`src/dtqg_pkg.sv`:
```
// Shared constants, micro-op codes, status type and tone table for the DTMF tone queue.
package dtqg_pkg;

    localparam int QUEUE_DEPTH_DEF = 256;

    // Fade divider: 43 dividend bits, one quotient bit per step
    localparam int DIV_STEPS  = 43;
    localparam int RATE_HZ    = 44100;

    // Tone phase by reciprocal multiplication, exact over the operand ranges used:
    // floor(x / 44100) = (x * RATE_RECIP) >> RATE_SHIFT for x < 2^27
    // floor(m * 65536 / 44100) = (m * TURN_RECIP) >> TURN_SHIFT for m < 44100
    localparam int RATE_RECIP = 199457892;
    localparam int RATE_SHIFT = 43;
    localparam int TURN_RECIP = 797831567;
    localparam int TURN_SHIFT = 29;

    // Sine polynomial coefficients (Q14 argument, Q15 result)
    localparam int SIN_A      = 2320;
    localparam int SIN_B      = 21024;
    localparam int SIN_C      = 51472;
    localparam int QUARTER    = 16384;
    localparam int ROUND_Q15  = 16384;
    localparam int MIX_GAIN   = 13107;

    localparam logic [1:0] ST_OK   = 2'd0;
    localparam logic [1:0] ST_FULL = 2'd1;
    localparam logic [1:0] ST_BAD  = 2'd2;

    localparam logic REQ_PUT  = 1'b0;
    localparam logic REQ_TICK = 1'b1;

    localparam logic REG_TONE = 1'b0;
    localparam logic REG_FADE = 1'b1;

    typedef logic [4:0] t_op;

    localparam t_op OP_NOP      = 5'd0;
    localparam t_op OP_CAPTURE  = 5'd1;
    localparam t_op OP_ENQ      = 5'd2;
    localparam t_op OP_ZERO     = 5'd3;
    localparam t_op OP_START    = 5'd4;
    localparam t_op OP_NF       = 5'd5;
    localparam t_op OP_PH_QUO   = 5'd6;
    localparam t_op OP_DIV_FOUT = 5'd7;
    localparam t_op OP_DIV_FIN  = 5'd8;
    localparam t_op OP_DIV_STEP = 5'd9;
    localparam t_op OP_SIN_XT   = 5'd10;
    localparam t_op OP_SIN_XF   = 5'd11;
    localparam t_op OP_SIN_XX   = 5'd12;
    localparam t_op OP_SIN_T1   = 5'd13;
    localparam t_op OP_SIN_T2   = 5'd14;
    localparam t_op OP_SIN_T3   = 5'd15;
    localparam t_op OP_SIN_ST   = 5'd16;
    localparam t_op OP_SIN_SF   = 5'd17;
    localparam t_op OP_MIX_MUL  = 5'd18;
    localparam t_op OP_MIX_RND  = 5'd19;
    localparam t_op OP_FADE_MUL = 5'd20;
    localparam t_op OP_FADE_RND = 5'd21;
    localparam t_op OP_FINISH   = 5'd22;
    localparam t_op OP_PH_MOD   = 5'd23;
    localparam t_op OP_PH_TURN  = 5'd24;

    typedef struct packed {
        logic req_tick;
        logic empty;
        logic div_last;
        logic col;
        logic fo_need;
        logic fi_need;
        logic out_valid;
    } t_dp_stat;

    // Row tone for digit/4, column tone for digit%4
    function automatic logic [10:0] tone_freq(input logic [3:0] d, input logic col);
        logic [1:0] sel;
        logic [10:0] f;
        sel = col ? d[1:0] : d[3:2];
        f = '0;
        if (col) begin
            case (sel)
                2'd0: f = 11'd1209;
                2'd1: f = 11'd1336;
                2'd2: f = 11'd1477;
                default: f = 11'd1633;
            endcase
        end else begin
            case (sel)
                2'd0: f = 11'd697;
                2'd1: f = 11'd770;
                2'd2: f = 11'd852;
                default: f = 11'd941;
            endcase
        end
        return f;
    endfunction

endpackage

```
`src/dtqg_ctrl.sv`:
```
// Sequencer for the DTMF tone queue: issues one datapath micro-op per cycle.
module dtqg_ctrl (
    input  logic               i_clk,
    input  logic               i_rst_n,
    input  logic               i_s_tvalid,
    output logic               o_s_tready,
    input  dtqg_pkg::t_dp_stat i_stat,
    output dtqg_pkg::t_op      o_op
);
    import dtqg_pkg::*;

    localparam logic [4:0] S_IDLE   = 5'd0;
    localparam logic [4:0] S_DECODE = 5'd1;
    localparam logic [4:0] S_NF     = 5'd2;
    localparam logic [4:0] S_PHQ    = 5'd3;
    localparam logic [4:0] S_DIV    = 5'd4;
    localparam logic [4:0] S_SX     = 5'd5;
    localparam logic [4:0] S_SXX    = 5'd6;
    localparam logic [4:0] S_ST1    = 5'd7;
    localparam logic [4:0] S_ST2    = 5'd8;
    localparam logic [4:0] S_ST3    = 5'd9;
    localparam logic [4:0] S_SS     = 5'd10;
    localparam logic [4:0] S_MIX    = 5'd11;
    localparam logic [4:0] S_MIXR   = 5'd12;
    localparam logic [4:0] S_FOLD   = 5'd13;
    localparam logic [4:0] S_FILD   = 5'd14;
    localparam logic [4:0] S_FMUL   = 5'd15;
    localparam logic [4:0] S_FRND   = 5'd16;
    localparam logic [4:0] S_FIN    = 5'd17;
    localparam logic [4:0] S_PHM    = 5'd18;
    localparam logic [4:0] S_PHT    = 5'd19;

    logic [4:0] r_state, n_state;
    logic       r_fmode, n_fmode;   // sine unit is evaluating a fade cosine
    logic       r_fout, n_fout;     // fade-out was just applied

    always_comb begin
        n_state    = r_state;
        n_fmode    = r_fmode;
        n_fout     = r_fout;
        o_op       = OP_NOP;
        o_s_tready = 1'b0;
        unique case (r_state)
            S_IDLE: begin
                o_s_tready = !i_stat.out_valid;
                if (i_s_tvalid && !i_stat.out_valid) begin
                    o_op    = OP_CAPTURE;
                    n_state = S_DECODE;
                end
            end
            S_DECODE: begin
                n_fmode = 1'b0;
                n_fout  = 1'b0;
                if (!i_stat.req_tick) begin
                    o_op    = OP_ENQ;
                    n_state = S_IDLE;
                end else if (i_stat.empty) begin
                    o_op    = OP_ZERO;
                    n_state = S_IDLE;
                end else begin
                    o_op    = OP_START;
                    n_state = S_NF;
                end
            end
            S_NF: begin
                o_op    = OP_NF;
                n_state = S_PHQ;
            end
            S_PHQ: begin
                o_op    = OP_PH_QUO;
                n_state = S_PHM;
            end
            S_PHM: begin
                o_op    = OP_PH_MOD;
                n_state = S_PHT;
            end
            S_PHT: begin
                o_op    = OP_PH_TURN;
                n_state = S_SX;
            end
            S_FOLD: begin
                o_op    = OP_DIV_FOUT;
                n_fmode = 1'b1;
                n_fout  = 1'b1;
                n_state = S_DIV;
            end
            S_FILD: begin
                o_op    = OP_DIV_FIN;
                n_fmode = 1'b1;
                n_fout  = 1'b0;
                n_state = S_DIV;
            end
            S_DIV: begin
                o_op = OP_DIV_STEP;
                if (i_stat.div_last) n_state = S_SX;
            end
            S_SX: begin
                o_op    = r_fmode ? OP_SIN_XF : OP_SIN_XT;
                n_state = S_SXX;
            end
            S_SXX: begin
                o_op    = OP_SIN_XX;
                n_state = S_ST1;
            end
            S_ST1: begin
                o_op    = OP_SIN_T1;
                n_state = S_ST2;
            end
            S_ST2: begin
                o_op    = OP_SIN_T2;
                n_state = S_ST3;
            end
            S_ST3: begin
                o_op    = OP_SIN_T3;
                n_state = S_SS;
            end
            S_SS: begin
                if (r_fmode) begin
                    o_op    = OP_SIN_SF;
                    n_state = S_FMUL;
                end else begin
                    o_op    = OP_SIN_ST;
                    n_state = i_stat.col ? S_MIX : S_NF;
                end
            end
            S_MIX: begin
                o_op    = OP_MIX_MUL;
                n_state = S_MIXR;
            end
            S_MIXR: begin
                o_op = OP_MIX_RND;
                if (i_stat.fo_need)      n_state = S_FOLD;
                else if (i_stat.fi_need) n_state = S_FILD;
                else                     n_state = S_FIN;
            end
            S_FMUL: begin
                o_op    = OP_FADE_MUL;
                n_state = S_FRND;
            end
            S_FRND: begin
                o_op    = OP_FADE_RND;
                n_state = (r_fout && i_stat.fi_need) ? S_FILD : S_FIN;
            end
            S_FIN: begin
                o_op    = OP_FINISH;
                n_state = S_IDLE;
            end
            default: n_state = S_IDLE;
        endcase
    end

    always_ff @(posedge i_clk) begin
        if (!i_rst_n) begin
            r_state <= S_IDLE;
            r_fmode <= 1'b0;
            r_fout  <= 1'b0;
        end else begin
            r_state <= n_state;
            r_fmode <= n_fmode;
            r_fout  <= n_fout;
        end
    end

endmodule

```
`src/dtqg_dp.sv`:
```
// Datapath of the DTMF tone queue: digit ring, divider, sine unit, mixer and output register.
module dtqg_dp #(
    parameter int QUEUE_DEPTH = dtqg_pkg::QUEUE_DEPTH_DEF
) (
    input  logic               i_clk,
    input  logic               i_rst_n,
    input  dtqg_pkg::t_op      i_op,
    output dtqg_pkg::t_dp_stat o_stat,
    input  logic               i_cfg_wr_en,
    input  logic               i_cfg_idx,
    input  logic [15:0]        i_cfg_data,
    input  logic               i_s_tuser,
    input  logic [7:0]         i_s_tdata,
    output logic               o_m_tvalid,
    input  logic               i_m_tready,
    output logic [23:0]        o_m_tdata
);
    import dtqg_pkg::*;

    localparam int IDX_W = $clog2(QUEUE_DEPTH);

    logic [3:0]        r_ring [QUEUE_DEPTH];
    logic [3:0]        r_head;
    logic [IDX_W-1:0]  r_wr, r_rd;
    logic [15:0]       r_n;
    logic [15:0]       r_tone;
    logic [13:0]       r_fade;
    logic              r_req;
    logic [7:0]        r_din;
    logic              r_sel;
    logic [33:0]       r_prod;
    logic [14:0]       r_x, r_x2;
    logic              r_neg;
    logic signed [17:0] r_acc;
    logic [15:0]       r_mag;
    logic              r_rneg;
    logic [16:0]       r_g;
    logic [42:0]       r_dvd;
    logic [15:0]       r_dvs, r_rem, r_quo;
    logic [5:0]        r_cnt;
    logic [11:0]       r_q;
    logic [15:0]       r_m;
    logic              r_out_valid;
    logic [1:0]        r_status;
    logic [15:0]       r_sample;

    logic [IDX_W-1:0]  wr_next, rd_next;
    logic              full, bad;
    logic signed [17:0] n_s, begin_s, k_out;
    logic [15:0]       k_in;
    logic [16:0]       rem_sh, rem_nx;
    logic              ge;
    logic [15:0]       turn;
    logic [14:0]       x_c, x2_c;
    logic [16:0]       t1, t2, s_c, acc_mag;
    logic [33:0]       rnd;
    logic [16:0]       mul_a, mul_b;
    logic [33:0]       prod_c;
    logic [15:0]       n1;
    logic [54:0]       qprod_c;
    logic [26:0]       qmul_c;
    logic [44:0]       tprod_c;

    assign wr_next = (r_wr == IDX_W'(QUEUE_DEPTH - 1)) ? '0 : r_wr + 1'b1;
    assign rd_next = (r_rd == IDX_W'(QUEUE_DEPTH - 1)) ? '0 : r_rd + 1'b1;
    assign full    = (wr_next == r_rd);
    assign bad     = (r_din > 8'd15);

    // Fade windows: the tail starts at tone - fade, which may be negative
    assign n_s     = $signed({2'b00, r_n});
    assign begin_s = $signed({2'b00, r_tone}) - $signed({4'b0000, r_fade});
    assign k_out   = n_s - begin_s;
    assign k_in    = {2'b00, r_fade} - r_n;

    // One restoring division step
    assign rem_sh = {r_rem, r_dvd[42]};
    assign ge     = (rem_sh >= {1'b0, r_dvs});
    assign rem_nx = ge ? rem_sh - {1'b0, r_dvs} : rem_sh;

    // Tone phase: quotient of n*f by the sample rate, remainder, then 16-bit turn
    assign qprod_c = 55'(r_prod[26:0]) * 55'(RATE_RECIP);
    assign qmul_c  = 27'(r_q) * 27'(RATE_HZ);
    assign tprod_c = 45'(r_m) * 45'(TURN_RECIP);

    // Cosine is the sine a quarter turn ahead
    assign turn = (i_op == OP_SIN_XF) ? r_quo + 16'(QUARTER) : r_quo;
    assign x_c  = turn[14] ? 15'(QUARTER) - {1'b0, turn[13:0]} : {1'b0, turn[13:0]};
    assign x2_c = r_prod[28:14];
    assign t1   = 17'(SIN_B) - r_prod[30:14];
    assign t2   = 17'(SIN_C) - r_prod[30:14];
    assign s_c  = r_prod[30:14];

    assign acc_mag = r_acc[17] ? 17'(-r_acc) : 17'(r_acc);
    assign rnd     = r_prod + 34'(ROUND_Q15);
    assign n1      = r_n + 16'd1;

    always_comb begin
        mul_a = '0;
        mul_b = '0;
        case (i_op)
            OP_NF: begin
                mul_a = {1'b0, r_n};
                mul_b = {6'b0, tone_freq(r_head, r_sel)};
            end
            OP_SIN_XX: begin
                mul_a = {2'b0, r_x};
                mul_b = {2'b0, r_x};
            end
            OP_SIN_T1: begin
                mul_a = 17'(SIN_A);
                mul_b = {2'b0, x2_c};
            end
            OP_SIN_T2: begin
                mul_a = t1;
                mul_b = {2'b0, r_x2};
            end
            OP_SIN_T3: begin
                mul_a = t2;
                mul_b = {2'b0, r_x};
            end
            OP_MIX_MUL: begin
                mul_a = acc_mag;
                mul_b = 17'(MIX_GAIN);
            end
            OP_FADE_MUL: begin
                mul_a = {1'b0, r_mag};
                mul_b = r_g;
            end
            default: ;
        endcase
    end

    assign prod_c = mul_a * mul_b;

    // Ring storage: write on accepted put, read head every cycle
    always_ff @(posedge i_clk) begin
        if (i_op == OP_ENQ && !bad && !full) r_ring[r_wr] <= r_din[3:0];
        r_head <= r_ring[r_rd];
    end

    // Arithmetic payload registers
    always_ff @(posedge i_clk) begin
        unique case (i_op)
            OP_CAPTURE: begin
                r_req <= i_s_tuser;
                r_din <= i_s_tdata;
            end
            OP_START: begin
                r_acc <= '0;
                r_sel <= 1'b0;
            end
            OP_NF, OP_SIN_XX, OP_SIN_T2, OP_SIN_T3, OP_MIX_MUL, OP_FADE_MUL: begin
                r_prod <= prod_c;
            end
            OP_SIN_T1: begin
                r_x2   <= x2_c;
                r_prod <= prod_c;
            end
            OP_PH_QUO: begin
                r_q <= qprod_c[54:RATE_SHIFT];
            end
            OP_PH_MOD: begin
                r_m <= 16'(r_prod[26:0] - qmul_c);
            end
            OP_PH_TURN: begin
                r_quo <= tprod_c[TURN_SHIFT+15:TURN_SHIFT];
            end
            OP_DIV_FOUT: begin
                r_dvd <= {11'b0, k_out[16:0], 15'b0};
                r_dvs <= {2'b0, r_fade};
                r_rem <= '0;
                r_cnt <= 6'(DIV_STEPS);
            end
            OP_DIV_FIN: begin
                r_dvd <= {11'b0, 1'b0, k_in, 15'b0};
                r_dvs <= {2'b0, r_fade};
                r_rem <= '0;
                r_cnt <= 6'(DIV_STEPS);
            end
            OP_DIV_STEP: begin
                r_dvd <= {r_dvd[41:0], 1'b0};
                r_rem <= rem_nx[15:0];
                r_quo <= {r_quo[14:0], ge};
                r_cnt <= r_cnt - 6'd1;
            end
            OP_SIN_XT, OP_SIN_XF: begin
                r_x   <= x_c;
                r_neg <= turn[15];
            end
            OP_SIN_ST: begin
                r_acc <= r_neg ? r_acc - $signed({1'b0, s_c}) : r_acc + $signed({1'b0, s_c});
                r_sel <= 1'b1;
            end
            OP_SIN_SF: begin
                // gain = 1/2 + cos/2, halving toward zero
                r_g <= r_neg ? 17'(QUARTER) - {1'b0, s_c[16:1]}
                             : 17'(QUARTER) + {1'b0, s_c[16:1]};
            end
            OP_MIX_RND: begin
                r_mag  <= rnd[30:15];
                r_rneg <= r_acc[17];
            end
            OP_FADE_RND: begin
                r_mag <= rnd[30:15];
            end
            default: ;
        endcase
    end

    // Control state: indices, sample counter, configuration, output register
    always_ff @(posedge i_clk) begin
        if (!i_rst_n) begin
            r_wr        <= '0;
            r_rd        <= '0;
            r_n         <= '0;
            r_tone      <= 16'd4410;
            r_fade      <= 14'd882;
            r_out_valid <= 1'b0;
        end else begin
            if (i_cfg_wr_en) begin
                if (i_cfg_idx == REG_FADE) r_fade <= i_cfg_data[13:0];
                else                       r_tone <= i_cfg_data;
            end
            if (r_out_valid && i_m_tready) r_out_valid <= 1'b0;
            case (i_op)
                OP_ENQ: begin
                    r_out_valid <= 1'b1;
                    r_sample    <= '0;
                    if (bad) begin
                        r_status <= ST_BAD;
                    end else if (full) begin
                        r_status <= ST_FULL;
                    end else begin
                        r_status <= ST_OK;
                        r_wr     <= wr_next;
                    end
                end
                OP_ZERO: begin
                    r_out_valid <= 1'b1;
                    r_status    <= ST_OK;
                    r_sample    <= '0;
                end
                OP_FINISH: begin
                    r_out_valid <= 1'b1;
                    r_status    <= ST_OK;
                    r_sample    <= r_rneg ? 16'(-r_mag) : r_mag;
                    if (n1 == r_tone) begin
                        r_n  <= '0;
                        r_rd <= rd_next;
                    end else begin
                        r_n <= n1;
                    end
                end
                default: ;
            endcase
        end
    end

    assign o_stat.req_tick  = (r_req == REQ_TICK);
    assign o_stat.empty     = (r_rd == r_wr);
    assign o_stat.div_last  = (r_cnt == 6'd1);
    assign o_stat.col       = r_sel;
    assign o_stat.fo_need   = (r_fade != '0) && (n_s > begin_s);
    assign o_stat.fi_need   = (r_n < {2'b00, r_fade});
    assign o_stat.out_valid = r_out_valid;

    assign o_m_tvalid = r_out_valid;
    assign o_m_tdata  = {6'b0, r_sample, r_status};

endmodule

```
`src/dtmf_tone_queue_generator_unit.sv`:
```
// Top level of the DTMF tone queue generator: sequencer plus datapath.
//
//  channel  dir  handshake                 payload
//  s        in   i_s_tvalid / o_s_tready   tuser: req_type; tdata: digit
//  m        out  o_m_tvalid / i_m_tready   tdata: status, sample
//  cfg      in   i_cfg_wr_en               i_cfg_idx, i_cfg_data
//
// A put, or a tick on an empty queue, is answered from decode; a tick with a
// queued digit goes on through both tone phases, the sine unit and the mix, and
// through a division and a fade gain for each active fade (fade-in, fade-out).
// Each tone phase uses reciprocal multiplies in place of the rate division;
// each fade is set by the 43-step serial divider for k*32768/fade.
// One item is in flight at a time; the input stalls while a result waits.
// Reset is synchronous and active low; it empties the queue and restores
// tone_samples = 4410 and fade_samples = 882. The ring needs no clearing.
module dtmf_tone_queue_generator_unit #(
    parameter int QUEUE_DEPTH = dtqg_pkg::QUEUE_DEPTH_DEF
) (
    input  logic        i_clk,
    input  logic        i_rst_n,
    input  logic        i_s_tvalid,
    output logic        o_s_tready,
    input  logic [7:0]  i_s_tdata,   // [7:0] digit
    input  logic        i_s_tuser,   // [0] req_type: 0 put digit, 1 sample tick
    output logic        o_m_tvalid,
    input  logic        i_m_tready,
    output logic [23:0] o_m_tdata,   // [1:0] status, [17:2] sample, [23:18] zero
    input  logic        i_cfg_wr_en,
    input  logic        i_cfg_idx,   // 0 tone_samples, 1 fade_samples
    input  logic [15:0] i_cfg_data
);
    import dtqg_pkg::*;

    t_op      op;
    t_dp_stat stat;

    // Sequencer: one micro-op per cycle
    dtqg_ctrl u_ctrl (
        .i_clk      (i_clk),
        .i_rst_n    (i_rst_n),
        .i_s_tvalid (i_s_tvalid),
        .o_s_tready (o_s_tready),
        .i_stat     (stat),
        .o_op       (op)
    );

    // Datapath: ring, phase, divider, sine polynomial, mix and fade gain
    dtqg_dp #(
        .QUEUE_DEPTH (QUEUE_DEPTH)
    ) u_dp (
        .i_clk       (i_clk),
        .i_rst_n     (i_rst_n),
        .i_op        (op),
        .o_stat      (stat),
        .i_cfg_wr_en (i_cfg_wr_en),
        .i_cfg_idx   (i_cfg_idx),
        .i_cfg_data  (i_cfg_data),
        .i_s_tuser   (i_s_tuser),
        .i_s_tdata   (i_s_tdata),
        .o_m_tvalid  (o_m_tvalid),
        .i_m_tready  (i_m_tready),
        .o_m_tdata   (o_m_tdata)
    );

endmodule

```
`config.mk`:
```
export PLATFORM = sky130hd
export DESIGN_NAME = dtmf_tone_queue_generator_unit
export DESIGN_NICKNAME = d
export VERILOG_FILES = /design/src/dtqg_pkg.sv /design/src/dtqg_ctrl.sv /design/src/dtqg_dp.sv /design/src/dtmf_tone_queue_generator_unit.sv
export SDC_FILE = /design/constraint.sdc
export NUM_CORES = 2
export LEC_CHECK = 0
export ABC_AREA = 1
export ABC_CLOCK_PERIOD_IN_PS = 28100
export BUFFER_PORTS_ARGS = -buffer_cell sky130_fd_sc_hd__buf_2
export CORE_ASPECT_RATIO = 2
export CORE_MARGIN = 1.5
export CORE_UTILIZATION = 40
export DETAILED_ROUTE_END_ITERATION = 16
export HOLD_SLACK_MARGIN = 0.08
export PLACE_DENSITY = 0.64
export RECOVER_POWER = 25
export SYNTH_ARGS = -nofsm -noshare
export SYNTH_HDL_FRONTEND = slang
export SYNTH_HIERARCHICAL = 1
export SYNTH_SLANG_ARGS = --single-unit
```
`constraint.sdc`:
```
create_clock -name i_clk -period 28.1 [get_ports i_clk]
set_input_delay 1.405 -clock i_clk [delete_from_list [all_inputs] [get_ports i_clk]]
set_output_delay 1.405 -clock i_clk [all_outputs]
set_load 0.05 [all_outputs]
```
# Word-level counts from Yosys, hierarchy flattened
# Memory sizes are Yosys's and may differ from the RTL's. A register that Yosys moved wholly into a read port is not among the register bits.
# Index checks and enable logic that the tools add are counted.
[classes]
order_cmp = 4
n_mul = 4
muxes = 49
n_addsub = 20
n_bitwise = 3
n_eq_ne = 53
n_reduce_logical = 38
[ops]
columns = ["cell", "count"]
rows = [
  ["case mux 43 bit (3 select lines)", 1],
  ["case mux 17 bit (7 select lines)", 1],
  ["case mux 17 bit (6 select lines)", 1],
  ["case mux 5 bit (20 select lines)", 1],
  ["case mux 16 bit (2 select lines)", 3],
  ["case mux 5 bit (18 select lines)", 1],
  ["equality test 5 x 4 -> 1 bit, second input constant", 16],
  ["equality test 5 bit, second input constant", 13],
  ["two-way mux 16 bit", 4],
  ["multiplier 27 x 26 -> 53 bit, second input constant", 1],
  ["multiplier 16 x 30 -> 45 bit, second input constant", 1],
  ["equality test 5 x 3 -> 1 bit, second input constant", 8],
  ["two-way mux 5 bit", 8],
  ["case mux 18 bit (2 select lines)", 1],
  ["two-way mux 17 bit", 2],
  ["adder 31 x 15 -> 31 bit, second input constant", 1],
  ["multiplier 17 x 17 -> 31 bit", 1],
  ["case mux 10 bit (3 select lines)", 1],
  ["case mux 9 bit (3 select lines)", 1],
  ["equality test 5 x 2 -> 1 bit, second input constant", 4],
  ["adder 18 bit", 1],
  ["two-way mux 18 bit", 1],
  ["subtractor 18 bit", 1],
  ["adder 15 x 16 -> 17 bit, first input constant", 1],
  ["other kinds (52)", 97],
]
[totals]
word_cells = 202
ff_bits = 335
output_inout_bits = 26
n_memories = 1
in_bits = 31
ramBits = 1024
[memory_table]
columns = ["name", "depth", "width", "read_ports", "rd_clocked_by_memory_dff", "write_ports", "line_no", "source"]
rows = [
  ["u_dp.r_ring", 256, 4, 1, 1, 1, "dtqg_dp.sv:22", "logic [3:0] r_ring [QUEUE_DEPTH];"],
]

# Logic depth before layout (Yosys ltp)
[depth]
ltp_word = 9
depth_mapped = 53
ltp_nobuf = 50

# Hierarchy
# The synthesis kept the hierarchy.
[modules_own_cells]
columns = ["module", "instances", "seq_area_each_um2", "area_per_inst_um2", "cells_per_inst"]
rows = [
  ["dtqg_dp", 1, 39598.0, 92135.9, 9240],
  ["dtqg_ctrl", 1, 140.1, 706.9, 138],
]

# Worst setup path after synthesis
# No wires, ideal clock.
[synth_path]
kind = "register to register"
from = "register u_dp.r_rd[0]"
to = "register u_dp.r_prod[26], data pin"
path_stages_with_launch = 47
n_path_buf = 6
slack_ps = 18794
t_arrival_ps = 9047
cell_sequence = "dfxtp_1 -> buf_2 -> buf_2 -> buf_2 -> buf_2 -> buf_2 -> xnor2_1 -> nand2_1 -> a2111oi_0 -> nor2_1 -> nor2_1 -> nor3b_1 -> nand2_1 -> nand2_1 -> nor2_1 -> inv_1 -> ha_1 -> inv_1 -> (+11 left out) -> inv_1 -> fa_1 -> inv_1 -> fa_1 -> inv_1 -> fa_1 -> inv_1 -> fa_1 -> inv_1 -> ha_1 -> nand2_1 -> inv_1 -> nand3_1 -> o21ai_1 -> a21oi_1 -> o21bai_1 -> a21oi_1 -> xnor2_1"
[synth_rtl]
columns = ["item", "line_no", "source"]
rows = [
  ["from (decl)", "dtqg_dp.sv:24", "logic [IDX_W-1:0] r_wr, r_rd;"],
  ["from (signal assigned)", "dtqg_dp.sv:249", "r_rd <= rd_next;"],
  ["to (signal assigned)", "dtqg_dp.sv:153", "r_prod <= prod_c;"],
  ["to (signal assigned)", "dtqg_dp.sv:157", "r_prod <= prod_c;"],
  ["to (decl)", "dtqg_dp.sv:31", "logic [33:0] r_prod;"],
]

==> metrics.cfg <==
[run_status]
outcome=finished with violations
violations=capacitance limit, slew limit

[drt]
via_per_inst=5.48
met3WireLength_um=19800
wl_um=272000
wl_met2_um=127000
drcViolationCount=0
ant_nets=0
routedWlPerCell_um=21.8
wl_met1_um=115000
routed.top_layer=met5
drtIter0Drc=6788
vias=68300
drt_pass1_iterations=6

[hold_path]
hold_path_class=reg2reg
whs_path_depth=0

[cts]
cts_hold_buf=0
post_cts_buffers=0
clk_latency_ns=0.80
post_cts_resized=0
clk_path_buf_depth=4
clkTransAtPathRegs_ns=0.06
cts.sinks=1348
cts_max_level=4
cts_buffers=141
cts_tree=done
clock_tree.root_cell=clkbuf_16

[sta]
final-hold-violation-count=0
max-slew-margin-rel_pct=-505
setup_viol=0
fmax_mhz=84.6
fin_setup_tns_ns=0
timing.final.max_slew_violations=816
fin_crit_ns=11.82
hold_ws_ns=0.499
final.setup_skew_ns=0.0694
final.period_utilization_pct=42.1
tightestPinTransition_ns=9.07
rsz0062_at_grt=false

[global_routing]
grt_use_total_pct=22.9
antenna_found_initial=3
grt_pass1_wl_um=412000
grt_pass1_vias=68100
grt_max_degree=213
overflow=0

[critical_path]
path_depth=44
crit_slowest_cell=a2111oi_2
cp_num_buf_inv=8
crit_family=simple AND/OR/NAND/NOR gates
critPathLaunchType=flop
critPathRequiredTime_ns=28.63
crit_type=reg2reg
cp-end-kind=flop
worst_ep_arrival_time_ns=12.35
cp_slowest_stage_delay_ns=0.89
ff2ff_path_depth=44
worst-path-max-fanout=24

[floorplan]
die_w_um=344
ioPinCount=57
start_util_pct=40.2
coreArea_mm2=0.231
die_h_um=684
num_rows=250
dieArea_mm2=0.235

[placed_design]
portBuffers=50
dp_hpwl_um=195000
place_congestion=0.951

[yosys]
seq_area_frac_synth_pct=42.8
ys.flop_type=edfxtp_1
syn_inst=9378
synth_edf_count=1274
netlist_area_mm2=0.0928
ys_types=63
synth-async-reset-ratio_pct=0
synth_seq_cells=1348
avgSynthCellArea_um2=9.90
ys.warnings.count=6

[cells_and_area]
fill_cells=22000
final_nets=10800
drive_gt1_share_pct=4.44
syn_to_final_growth_pct=8.44

[job]
maxCapViolations=9

[pwr]
power_leakage_nw=41.6
ir_drop_v=0.0000515
pwr_density_cell_mw_per_mm2=48.9

-- registers in the layout (all words and copies together), names as in the netlist, 8 cells and up --
| signal | flops |
|---|---|
| u_dp/r_n | 16 |
| u_dp/r_quo | 16 |
| u_dp/r_fade | 14 |
| u_dp/r_sample | 16 |
| u_dp/r_q | 12 |
| u_dp/r_x2 | 15 |
| u_dp/r_rem | 16 |
| u_dp/r_dvd | 28 |
| u_dp/r_din | 8 |
| u_dp/r_dvs | 14 |
| u_dp/r_wr | 8 |
| u_dp/r_tone | 16 |
| u_dp/r_ring | 1024 |
| u_dp/r_acc | 18 |
| u_dp/r_prod | 31 |
| u_dp/r_rd | 8 |
| u_dp/r_x | 15 |
| u_dp/r_mag | 16 |
| u_dp/r_g | 17 |
| u_dp/r_m | 16 |
-- final timing paths --
path	start	to	slack, ns
max	u_dp/r_rd[3]	u_dp/r_prod[27]	16.28
min	u_dp/r_fade[8]	u_dp/r_dvs[8]	0.50
max reg2reg	u_dp/r_rd[3]	u_dp/r_prod[27]	16.28
min reg2reg	u_dp/r_fade[8]	u_dp/r_dvs[8]	0.50
-- cell families (layout without fill, tap and decap cells) --
group                      count (synthesis)  after routing  synth area share [%]
AOI/OAI and AO/OA                       1639           1639                  10.0
adders and majority gates               1390           1390                  24.4
other                                      1              9               0.00404
xor gates and xnor gates                 211            211                  1.99
and+or+nand+nor                         2958           2958                  13.2
DFF                                     1348           1348                  42.8
buffers and inverters                   1831           1887                  7.59
-- per-layer routing --
layer	global-route usage, %	up-vias
met4	7.70	2
met5	0	-
met2	36.6	2769
met3	3.05	464
li1	-	31300
met1	31.8	33700
-- synthesized netlist by cell type (all sizes together) (18+ instances only) --
cell type,count,area (um^2)
nor2,1270,4810
clkbuf,246,923
o21a,18,135
xnor2,55,482
edfxtp,1274,38300
o21ai,773,3880
nand3b,21,158
o22ai,176,1100
a31oi,30,188
xor2,156,1370
nand2,1136,4350
a21oi,392,1960
nand3,325,1640
dfxtp,74,1480
o211ai,74,561
ha,686,8580
nor3,75,392
buf,89,504
nor4,26,215
inv,1482,5560
fa,704,14100
o221ai,90,788
nand4,88,557
-- metrics by stage --
| stage | area [um^2] | std cells | total power [mW] | utilization, % | setup slack (ns) |
|---|---|---|---|---|---|
| 2_1_floorplan | 92900 | 9383 | 2.87 | - | 18.79 |
| 3_5_place_dp | 96400 | 12200 | 3.11 | 41.7 | 16.52 |
| 4_1_cts | 101000 | 12500 | 4.95 | 43.6 | 16.49 |
| 5_1_grt | 101000 | 12500 | 5.12 | 43.6 | 15.68 |
| 3_3_place_gp | 96400 | 12200 | 3.11 | 41.7 | 16.68 |
| 6_report | 101000 | 12500 | 4.92 | 43.6 | 16.28 |
-- final cells by class --
class,count,area [um^2],area share [%]
Multi-Input combinational cell,6204,46200,45.8
Clock inverter,70,587,0.583
Clock buffer,174,3820,3.79
Tap cell,3024,3780,3.76
Timing Repair Buffer,147,941,0.935
Sequential cell,1348,39800,39.5
Inverter,1496,5630,5.59
Antenna cell,3,7.51,0.00746
-- report_power, final --
group	internal (mW)	leakage (nW)	switching, mW	total, mW
combinational	0.262	27.3	0.541	0.803
sequential	2.28	12.1	0.0100	2.29
clock	1.04	2.15	0.793	1.83
-- cells in the final DEF (no fill, tap or decap), drive strengths merged, types with 17 or more instances in the layout --
master,count
nand2,1136
nor4,26
o21bai,17
ha,686
o22ai,176
fa,704
clkbuf,194
nand3,325
nand4,88
clkinv,60
a31oi,30
nor3,75
inv,1490
dfxtp,74
nor2,1270
o221ai,90
buf,127
o21ai,773
o211ai,74
xnor2,55
a21oi,392
nand3b,21
o21a,18
xor2,156
edfxtp,1274
-- worst register-to-register path, delay by kind of cell, from the launching register on --
family                     cells  cell delay (ns)
xor gates and xnor gates       1             0.13
DFF                            1             0.37
buffers and inverters          8             1.60
AOI/OAI and AO/OA              7             1.68
adders and majority gates      8             3.82
and+or+nand+nor               20             4.01
(Power assumes the default switching activity.)
